### config.mk
export PLATFORM = sky130hd
export DESIGN_NAME = bounded_int_deque_unit
export DESIGN_NICKNAME = d
export VERILOG_FILES = /design/src/hw/rtl/bid_pkg.sv /design/src/hw/rtl/bounded_int_deque_unit.sv /design/src/hw/rtl/bid_ram.sv /design/src/hw/rtl/bid_ctrl.sv
export SDC_FILE = /design/constraint.sdc
export NUM_CORES = 2
export LEC_CHECK = 0
export BUFFER_PORTS_ARGS = -buffer_cell sky130_fd_sc_hd__buf_2
export CORE_UTILIZATION = 44
export CTS_CLUSTER_DIAMETER = 60
export DETAILED_ROUTE_END_ITERATION = 7
export PLACE_DENSITY = 0.61
export SETUP_SLACK_MARGIN = 0.15
export SLEW_MARGIN = 10
export SYNTH_ARGS = -nofsm -noshare
export SYNTH_HDL_FRONTEND = slang
export SYNTH_SLANG_ARGS = --single-unit
### constraint.sdc
create_clock -name clk_i -period 4.2 [get_ports clk_i]
set_clock_uncertainty 0.1 [all_clocks]
set_input_delay 0.42 -clock clk_i [delete_from_list [all_inputs] [get_ports clk_i]]
set_output_delay 0.42 -clock clk_i [all_outputs]
set_load 0.01 [all_outputs]
### src/hw/rtl/bid_pkg.sv
`timescale 1ns / 1ps

package bid_pkg;

  // Number of ring slots. Any value from two to 127 fits the count field; the ring wraps by compare.
  localparam int unsigned DEPTH = 64;
  localparam int unsigned AW    = (DEPTH > 1) ? $clog2(DEPTH) : 1;
  localparam int unsigned AW1   = AW + 1;
  localparam int unsigned CW    = $clog2(DEPTH + 1);
  localparam int unsigned DW    = 32;
  localparam int unsigned OPW   = 3;
  localparam int unsigned POSW  = 6;
  localparam int unsigned CNTW  = 7;

  localparam logic [DW-1:0] EMPTY_MARK = '1;

  typedef enum logic [OPW-1:0] {
    OP_PUSH_FRONT = 3'd0,
    OP_PUSH_BACK  = 3'd1,
    OP_POP_FRONT  = 3'd2,
    OP_POP_BACK   = 3'd3,
    OP_READ       = 3'd4
  } op_e;

  typedef enum logic [1:0] {
    ST_OK    = 2'd0,
    ST_EMPTY = 2'd1,
    ST_FULL  = 2'd2,
    ST_RANGE = 2'd3
  } status_e;

  typedef struct packed {
    logic          we;
    logic [AW-1:0] waddr;
    logic [DW-1:0] wdata;
    logic          re;
    logic [AW-1:0] raddr;
  } memreq_t;

  // A field flagged as coming from memory is replaced by the RAM read data
  // in the cycle the result is shown.
  typedef struct packed {
    status_e         status;
    logic [DW-1:0]   front;
    logic [DW-1:0]   back;
    logic [DW-1:0]   elem;
    logic [CNTW-1:0] count;
    logic [DW-1:0]   total;
    logic            front_mem;
    logic            back_mem;
    logic            elem_mem;
  } result_t;

  function automatic logic [AW-1:0] ring_add(logic [AW-1:0] base, logic [AW-1:0] off);
    logic [AW1-1:0] s;
    s = {1'b0, base} + {1'b0, off};
    if (s >= AW1'(DEPTH)) begin
      s = s - AW1'(DEPTH);
    end
    return s[AW-1:0];
  endfunction

  function automatic logic [AW-1:0] ring_dec(logic [AW-1:0] base);
    logic [AW-1:0] r;
    if (base == '0) begin
      r = AW'(DEPTH - 1);
    end else begin
      r = base - 1'b1;
    end
    return r;
  endfunction

endpackage

### src/hw/rtl/bounded_int_deque_unit.sv
`timescale 1ns / 1ps

// Channel   Direction  Handshake                 Payload
// command   in         start_i, busy_o           operation_i, push_value_i, position_i
// result    out        done_o (one-cycle strobe) status_o, front_value_o, back_value_o,
//                                                element_value_o, element_count_o, total_o
//
// One item is taken in every cycle; busy_o is never raised.
// The result of an item is shown for exactly one cycle, the cycle after the item
// is accepted, and the rate is one item per cycle.
// That cycle is set by the ring RAM, whose read data is registered.
// Reset clears the ring pointer, the element count and the running sum at once.
// The receiver cannot stall; a result is gone after its strobe cycle.

module bounded_int_deque_unit import bid_pkg::*; (
  input  logic                   clk_i,
  input  logic                   rst_ni,
  input  logic                   start_i,
  output logic                   busy_o,
  input  logic [OPW-1:0]         operation_i,
  input  logic signed [DW-1:0]   push_value_i,
  input  logic [POSW-1:0]        position_i,
  output logic                   done_o,
  output logic [1:0]             status_o,
  output logic signed [DW-1:0]   front_value_o,
  output logic signed [DW-1:0]   back_value_o,
  output logic signed [DW-1:0]   element_value_o,
  output logic [CNTW-1:0]        element_count_o,
  output logic signed [DW-1:0]   total_o
);

  logic          accept;
  memreq_t       mem_req;
  logic [DW-1:0] rdata;
  result_t       res_d, res_q;
  logic          done_q;

  // Every operation finishes in a single pass, so the unit never pushes back.
  assign busy_o = 1'b0;
  assign accept = start_i && !busy_o;

  // Pointer, count and sum bookkeeping, plus the cached front and back values.
  bid_ctrl u_ctrl (
    .clk_i    (clk_i),
    .rst_ni   (rst_ni),
    .accept_i (accept),
    .op_i     (operation_i),
    .value_i  (push_value_i),
    .pos_i    (position_i),
    .rdata_i  (rdata),
    .mem_o    (mem_req),
    .res_o    (res_d)
  );

  // The ring storage. Only slots that hold an element are ever read.
  bid_ram #(
    .WIDTH (DW),
    .DEPTH (DEPTH)
  ) u_ram (
    .clk_i   (clk_i),
    .we_i    (mem_req.we),
    .waddr_i (mem_req.waddr),
    .wdata_i (mem_req.wdata),
    .re_i    (mem_req.re),
    .raddr_i (mem_req.raddr),
    .rdata_o (rdata)
  );

  // Result register. Fields that depend on a slot read are completed from the
  // RAM output, which becomes valid in the same cycle the result is shown.
  always_ff @(posedge clk_i or negedge rst_ni) begin
    if (!rst_ni) begin
      done_q <= 1'b0;
    end else begin
      done_q <= accept;
    end
  end

  always_ff @(posedge clk_i) begin
    res_q <= res_d;
  end

  assign done_o          = done_q;
  assign status_o        = res_q.status;
  assign front_value_o   = res_q.front_mem ? rdata : res_q.front;
  assign back_value_o    = res_q.back_mem ? rdata : res_q.back;
  assign element_value_o = res_q.elem_mem ? rdata : res_q.elem;
  assign element_count_o = res_q.count;
  assign total_o         = res_q.total;

endmodule

### src/hw/rtl/bid_ram.sv
`timescale 1ns / 1ps

module bid_ram #(
  parameter int unsigned WIDTH = 32,
  parameter int unsigned DEPTH = 64
) (
  input  logic                     clk_i,
  input  logic                     we_i,
  input  logic [$clog2(DEPTH)-1:0] waddr_i,
  input  logic [WIDTH-1:0]         wdata_i,
  input  logic                     re_i,
  input  logic [$clog2(DEPTH)-1:0] raddr_i,
  output logic [WIDTH-1:0]         rdata_o
);

  logic [WIDTH-1:0] mem_q [DEPTH];
  logic [WIDTH-1:0] rdata_q;

  always_ff @(posedge clk_i) begin
    if (we_i) begin
      mem_q[waddr_i] <= wdata_i;
    end
    if (re_i) begin
      rdata_q <= mem_q[raddr_i];
    end
  end

  assign rdata_o = rdata_q;

endmodule

### src/hw/rtl/bid_ctrl.sv
`timescale 1ns / 1ps

module bid_ctrl import bid_pkg::*; (
  input  logic            clk_i,
  input  logic            rst_ni,
  input  logic            accept_i,
  input  logic [OPW-1:0]  op_i,
  input  logic [DW-1:0]   value_i,
  input  logic [POSW-1:0] pos_i,
  input  logic [DW-1:0]   rdata_i,
  output memreq_t         mem_o,
  output result_t         res_o
);

  logic [AW-1:0] head_q, head_d;
  logic [CW-1:0] cnt_q, cnt_d;
  logic [DW-1:0] sum_q, sum_d;
  logic [DW-1:0] front_q, front_d, back_q, back_d;
  logic          fpend_q, fpend_d, bpend_q, bpend_d;
  logic [DW-1:0] front_cur, back_cur;
  status_e       status;
  logic          elem_mem;

  // The cached end values are stale in the cycle after a pop that reads the RAM;
  // the RAM read data then holds the true value.
  assign front_cur = fpend_q ? rdata_i : front_q;
  assign back_cur  = bpend_q ? rdata_i : back_q;

  always_comb begin
    head_d   = head_q;
    cnt_d    = cnt_q;
    sum_d    = sum_q;
    front_d  = front_cur;
    back_d   = back_cur;
    fpend_d  = 1'b0;
    bpend_d  = 1'b0;
    mem_o    = '0;
    status   = ST_OK;
    elem_mem = 1'b0;
    if (accept_i) begin
      case (op_e'(op_i))
        OP_PUSH_FRONT: begin
          if (cnt_q >= CW'(DEPTH)) begin
            status = ST_FULL;
          end else begin
            head_d      = ring_dec(head_q);
            mem_o.we    = 1'b1;
            mem_o.waddr = ring_dec(head_q);
            mem_o.wdata = value_i;
            front_d     = value_i;
            if (cnt_q == '0) begin
              back_d = value_i;
            end
            cnt_d = cnt_q + 1'b1;
            sum_d = sum_q + value_i;
          end
        end
        OP_PUSH_BACK: begin
          if (cnt_q >= CW'(DEPTH)) begin
            status = ST_FULL;
          end else begin
            mem_o.we    = 1'b1;
            mem_o.waddr = ring_add(head_q, AW'(cnt_q));
            mem_o.wdata = value_i;
            back_d      = value_i;
            if (cnt_q == '0) begin
              front_d = value_i;
            end
            cnt_d = cnt_q + 1'b1;
            sum_d = sum_q + value_i;
          end
        end
        OP_POP_FRONT: begin
          if (cnt_q == '0) begin
            status = ST_EMPTY;
          end else begin
            sum_d  = sum_q - front_cur;
            head_d = ring_add(head_q, AW'(1));
            cnt_d  = cnt_q - 1'b1;
            if (cnt_q > CW'(1)) begin
              mem_o.re    = 1'b1;
              mem_o.raddr = ring_add(head_q, AW'(1));
              fpend_d     = 1'b1;
            end
          end
        end
        OP_POP_BACK: begin
          if (cnt_q == '0) begin
            status = ST_EMPTY;
          end else begin
            sum_d = sum_q - back_cur;
            cnt_d = cnt_q - 1'b1;
            if (cnt_q > CW'(1)) begin
              mem_o.re    = 1'b1;
              mem_o.raddr = ring_add(head_q, AW'(cnt_q - CW'(2)));
              bpend_d     = 1'b1;
            end
          end
        end
        OP_READ: begin
          if (32'(pos_i) >= 32'(cnt_q)) begin
            status = ST_RANGE;
          end else begin
            mem_o.re    = 1'b1;
            mem_o.raddr = ring_add(head_q, AW'(pos_i));
            elem_mem    = 1'b1;
          end
        end
        default: begin
        end
      endcase
    end
  end

  always_comb begin
    res_o.status    = status;
    res_o.front     = (cnt_d == '0) ? EMPTY_MARK : front_d;
    res_o.back      = (cnt_d == '0) ? EMPTY_MARK : back_d;
    res_o.elem      = '0;
    res_o.count     = CNTW'(cnt_d);
    res_o.total     = sum_d;
    res_o.front_mem = fpend_d;
    res_o.back_mem  = bpend_d;
    res_o.elem_mem  = elem_mem;
  end

  always_ff @(posedge clk_i or negedge rst_ni) begin
    if (!rst_ni) begin
      head_q  <= '0;
      cnt_q   <= '0;
      sum_q   <= '0;
      fpend_q <= 1'b0;
      bpend_q <= 1'b0;
    end else begin
      head_q  <= head_d;
      cnt_q   <= cnt_d;
      sum_q   <= sum_d;
      fpend_q <= fpend_d;
      bpend_q <= bpend_d;
    end
  end

  always_ff @(posedge clk_i) begin
    front_q <= front_d;
    back_q  <= back_d;
  end

endmodule

# == Word level (Yosys, flattened, before mapping) ==
# Memories as Yosys holds them, arrays and structs flattened. A register that Yosys moved wholly into a read port is not among the register bits.
# Index checks and enable logic that the tools add are counted.
# classes
add_sub_neg,15
order_cmp,7
n_eq_ne,6
muxes,55
reduce_logical,9
# op_table
op,count
$mux 32,17
$pmux 32 s2,2
$pmux 32 s3,1
$mux 39,2
$pmux 39 s2,1
$sub 32x32->32,2
$mux 7,8
$mux 46,1
$mux 6,7
$ge 7x7->1 const B,5
$add 32x32->32,1
$sub 6x1->6 const B,5
$add 6x6->7,3
$pmux 7 s3,1
$logic_not 7->1,2
$pmux 7 s2,1
$pmux 6 s2,1
$mux 1,10
$add 6x1->7 const B,1
$add 7x1->7 const B,1
$ge 6x7->1,1
$gt 7x1->1 const B,1
$sub 7x1->7 const B,1
$eq 3x2->1 const B,2
other kinds (12),15
# totals
regBits,220
ram_bits,2048
out_inout_bits,139
memories,1
# mem_list
memory,depth,word_bits,read_ports,rd_clocked_by_memory_dff,wr,line,text
u_ram.mem_q,64,32,1,1,1,bid_ram.sv:16,logic [WIDTH-1:0] mem_q [DEPTH];

# == Depth between registers and ports, before layout ==
# logic_depth
ltp_word,10
mapped_depth,16

# == Hierarchy ==
# A second synthesis with hierarchy kept.
# hier_totals
hier_cells,5217
hier_area_um2,95716.8
# modules_own_cells
mod,n_inst,cells_each,area_per_inst_um2
bid_ram,1,3324,78833.1
bid_ctrl,1,1601,12456.9
bounded_int_deque_unit,1,292,4426.7

# == Least setup slack after synthesis ==
# No wires, ideal clock.
# synth_timing
kind,flip-flop to flip-flop
startpoint,register u_ctrl.cnt_q[0]
endpoint,memory u_ram.mem_q[16][0] (enable)
setup_ps,421
arrival_ps,4064
t_required_ps,3679
slack_ps,-385
stages_incl_launch_ff,12
synth_period_minus_slack_ps,4585
path_cell_list,dfrtp_1 ha_1 fa_1 nand2_1 nand2_1 a21oi_1 xor2_1 a2111oi_1 nand2_1 or3_1 clkbuf_1 nor2_1
# synth_between
elab_chain_len,6
# synth_lines
item,line,text
from (decl),bid_ctrl.sv:16,"logic [CW-1:0] cnt_q, cnt_d;"
from (signal assigned),bid_ctrl.sv:136,cnt_q <= cnt_d;
$add 6x6->7 or $ge 7x7->1 (tied branches),"bid_pkg.sv:56, bid_ctrl.sv:43, bid_ctrl.sv:59",
"$sub 6x1->6, or another cell as far along",bid_pkg.sv:58,s = s - AW1'(DEPTH);
$mux 6 or $pmux 39 s2 (tied branches),"bid_pkg.sv:57, bid_ctrl.sv:41",
$mux 39 or $mux 46 (tied branches),"bid_ctrl.sv:59, bid_ctrl.sv:40",
$pmux 39 s2 *,bid_ctrl.sv:41,case (op_e'(op_i))
$mux 46 *,bid_ctrl.sv:40,if (accept_i) begin
to (decl),bid_ram.sv:16,
# Every way passes the cells marked *; elsewhere a longest branch is shown, timed or not.

# == Worst setup path after layout ==
# layout_timing
startpoint,register u_ctrl.cnt_q[1]
endpoint,"register u_ram.rdata_q[14] (netlist: u_ram.rdata_o[14]), read port of u_ram.mem_q (data pin)"
# layout_between
elab_chain_len,8
# layout_lines
item,line,text
$sub 6x2->6,bid_ctrl.sv:95,"mem_o.raddr = ring_add(head_q, AW'(cnt_q - CW'(2)));"
$add 6x6->7,bid_pkg.sv:56,"s = {1'b0, base} + {1'b0, off};"
$sub 6x1->6 or $ge 7x7->1 (tied branches),"bid_pkg.sv:58, bid_pkg.sv:57",
$mux 6,bid_pkg.sv:57,if (s >= AW1'(DEPTH)) begin
$mux 7,bid_ctrl.sv:93,if (cnt_q > CW'(1)) begin
$mux 7,bid_ctrl.sv:88,if (cnt_q == '0) begin
$pmux 7 s3 *,bid_ctrl.sv:41,
$mux 46 *,bid_ctrl.sv:40,
to (decl),bid_ram.sv:17,logic [WIDTH-1:0] rdata_q;
# Marks and branches as above.
# A chain may end at the register's enable or synchronous reset.

==> flow_summary.yaml <==
sta:
  slew_headroom: 0.398
  setup_viol: 0
  hold_violations: 0
  fmax_ghz: 0.253
  tns_ns: 0
  rsz0062_at_grt: "yes"
  worst_pin_slew_ns: 0.902
  final_max_slew_viol_count: 0
  fin_hold_ws_ns: 0.0947
  min_period_ns: 3.95
  post-route-period-util: 0.941
yosys:
  synth.avg_cell_area_um2: 14.1
  synthFlopType: "edfxtp_1"
  syn_nets: 6974
  synth_area_um2: 96200
  synth_seq_area_share: 0.697
  yosys_register_bits: 2300
  postSynth.asyncResetShare: 0.0209
  synth_cell_types: 85
  yosys_warnings: 0
  synth_edf_count: 2080
  syn-instance-count: 6803
grt:
  grt_pass1_wl_um: 411000
  use_met2: 0.405
  grt_start_max_net_pins: 69
  grt_pass1_vias: 59500
  met1_usage: 0.358
  globalRouteMet3Util: 0.0367
  overflow: 0
  antenna_found_initial: 9
  grt-busiest-layer: "met2"
  grt_use_total: 0.252
final_layout:
  layout_common_cells: "edfxtp_1 (2,080), nand2_1 (1,158), mux2i_1 (568)"
  final_layout_size_suffix_gt1_frac: 0.184
  final_common_cell: "edfxtp_1"
  fin_nets: 7571
  n_fill_cell: 17700
  fin_util: 0.527
  stdcell_area_um2: 114000
  areaGrowthSynthToFinish_pct: 18.9
worst_setup_path:
  worstPathRequired_ns: 4.70
  critPathCaptureType: "flop"
  worstSetupPathType: "reg2reg"
  startpoint_type: "flop"
  reg2reg_slack_ns: 0.25
  crit_fanout: 35
  r2r_start: "u_ctrl.cnt_q[1]"
  regToRegEndpoint: "u_ram.rdata_o[14]"
  rr_worst_depth: 16
  crit_arrival_ns: 4.45
die:
  initial_core_util: 0.443
  fp.dieArea_um2: 221000
  dieWidth_um: 470
  rows: 171
  boundaryPins: 183
  core_region_area_um2: 217000
  chipHeight_um: 470
cts:
  tritoncts: "yes"
  cts_max_level: 4
  clock_latency_ns: 0.89
  cts_buffers: 226
  cts.sinks: 2300
  path_clk_slew_ns: 0.06
  clockBufferDepth: 3
  root_buffer: "clkbuf_16"
power_and_ir_drop:
  p_leak_nw: 43.8
  max-vdd-ir-drop_uv: 496
  p_per_area_nw_per_um2: 495
  p_total_mw: 56.6
placed_design:
  portBuffers: 181
  post-dp-hpwl_um: 180000
  routabilityCongestion: 0.941
  place_area_um2: 105000
min_path:
  worstHoldEndpoint: "u_ctrl.front_q[16]"
  whs_path_depth: 5
  hp-class: "in2reg"
  min_from: "push_value_i[16]"
detailed_routing:
  first_pass_iters: 5
  wire_per_inst_um: 27.5
  drtIter0Drc: 7292
  vias: 62600
  antenna_left: 0
  wl_um: 288000
  via_per_inst: 5.99
  drc: 0
run:
  max-cap-violations: 0
status:
  outcome: "finished, final reports clean"
stage by stage:
stage	cells	setup slack (ns)
finish	10500	0.246
global route	10500	0.0858
CTS	10400	0.0416
detailed placement	9943	-0.531
global placement	9943	-0.499
floorplan	6803	-0.217
where the power goes:
group	total [mW]	switching, mW	leakage [nW]	internal [mW]
clock	20.2	8.84	3.62	11.4
combinational	10.8	6.28	18.7	4.57
sequential	25.5	0.480	21.4	25.1
how the worst max path moves through the flow:
stage	start	endpoint	slack (ns)
final	u_ctrl.cnt_q[1]	u_ram.rdata_o[14]	0.25
after global routing	u_ctrl.bpend_q	u_ctrl.sum_q[30]	0.09
after CTS	u_ctrl.cnt_q[0]	u_ram.rdata_o[14]	0.04
after global placement	position_i[0]	u_ram.rdata_o[14]	-0.50
after detailed placement	position_i[0]	u_ram.rdata_o[14]	-0.53
after floorplan	u_ctrl.cnt_q[0]	u_ram.mem_q[49][0]	-0.22
timing repair:
action                                  CTS  global route
resized for setup                        25            86
cloned                                    0            11
hold endpoints to repair                 95             0
buffers inserted                          8            28
hold buffers                             36             0
endpoints found under the setup margin   38          1259
pin swaps                                 2            14
area by class of cell:
class	count	area (um2)	area share
inverter	42	158	0.00138
clock buffer	283	6040	0.0528
sequential	2300	67100	0.586
multi-input combinational	4004	27700	0.242
tap	2854	3570	0.0312
clock inverter	139	1370	0.0120
timing repair buffer	826	8500	0.0743
antenna	3	7.51	0.0000656
critical path: stages (launching register included):
cell	delay, ns
dfrtp_1	0.39
inv_2	0.14
ha_2	0.29
inv_1	0.06
ha_1	0.26
xnor2_1	0.17
nor2_1	0.07
a21oi_2	0.22
o2bb2ai_4	0.09
buf_4	0.16
a21oi_4	0.16
buf_12	0.24
buf_12	0.30
buf_4	0.25
a32oi_1	0.14
a31oi_4	0.41
nand4_1	0.17
routing by layer:
layer	wire [um]	part of all wire
met5	13	0.000045
met4	6610	0.023
met3	24900	0.087
met2	135000	0.47
met1	121000	0.42
registers in the layout (all words and copies together) (netlist names), 2 cells and up:
name / count
u_ctrl.sum_q: 32
res_q: 67
status_o: 2
u_ctrl.back_q: 32
total_o: 32
u_ram.rdata_o: 32
u_ctrl.front_q: 32
element_count_o: 7
u_ram.mem_q: 2048
u_ctrl.head_q: 6
u_ctrl.cnt_q: 7
cell families (layout without fill, tap and decap cells):
| kind of cell | Yosys count | count (layout) | synth area share |
|---|---|---|---|
| DFF | 2300 | 2300 | 0.697 |
| muxes | 649 | 649 | 0.0684 |
| other | 1 | 4 | 0.0000390 |
| xor gates and xnor gates | 93 | 93 | 0.00846 |
| and+or+nand+nor | 1825 | 1825 | 0.0827 |
| buffers and inverters | 499 | 1290 | 0.0260 |
| adders and majority gates | 127 | 127 | 0.0170 |
| AOI/OAI and AO/OA | 1309 | 1309 | 0.100 |
cell usage after synthesis, types with 116 or more instances:
master / count / area [um2]
buf_2: 116 / 581
a31oi_1: 142 / 888
a32oi_1: 515 / 4510
dfxtp_1: 172 / 3440
mux2i_1: 582 / 5830
clkbuf_1: 208 / 781
ha_1: 121 / 1510
a21oi_1: 148 / 741
and3_1: 141 / 882
edfxtp_1: 2080 / 62500
nor2_1: 229 / 860
nand2_1: 1159 / 4350
o21ai_0: 167 / 836
(Power assumes the default switching activity.)
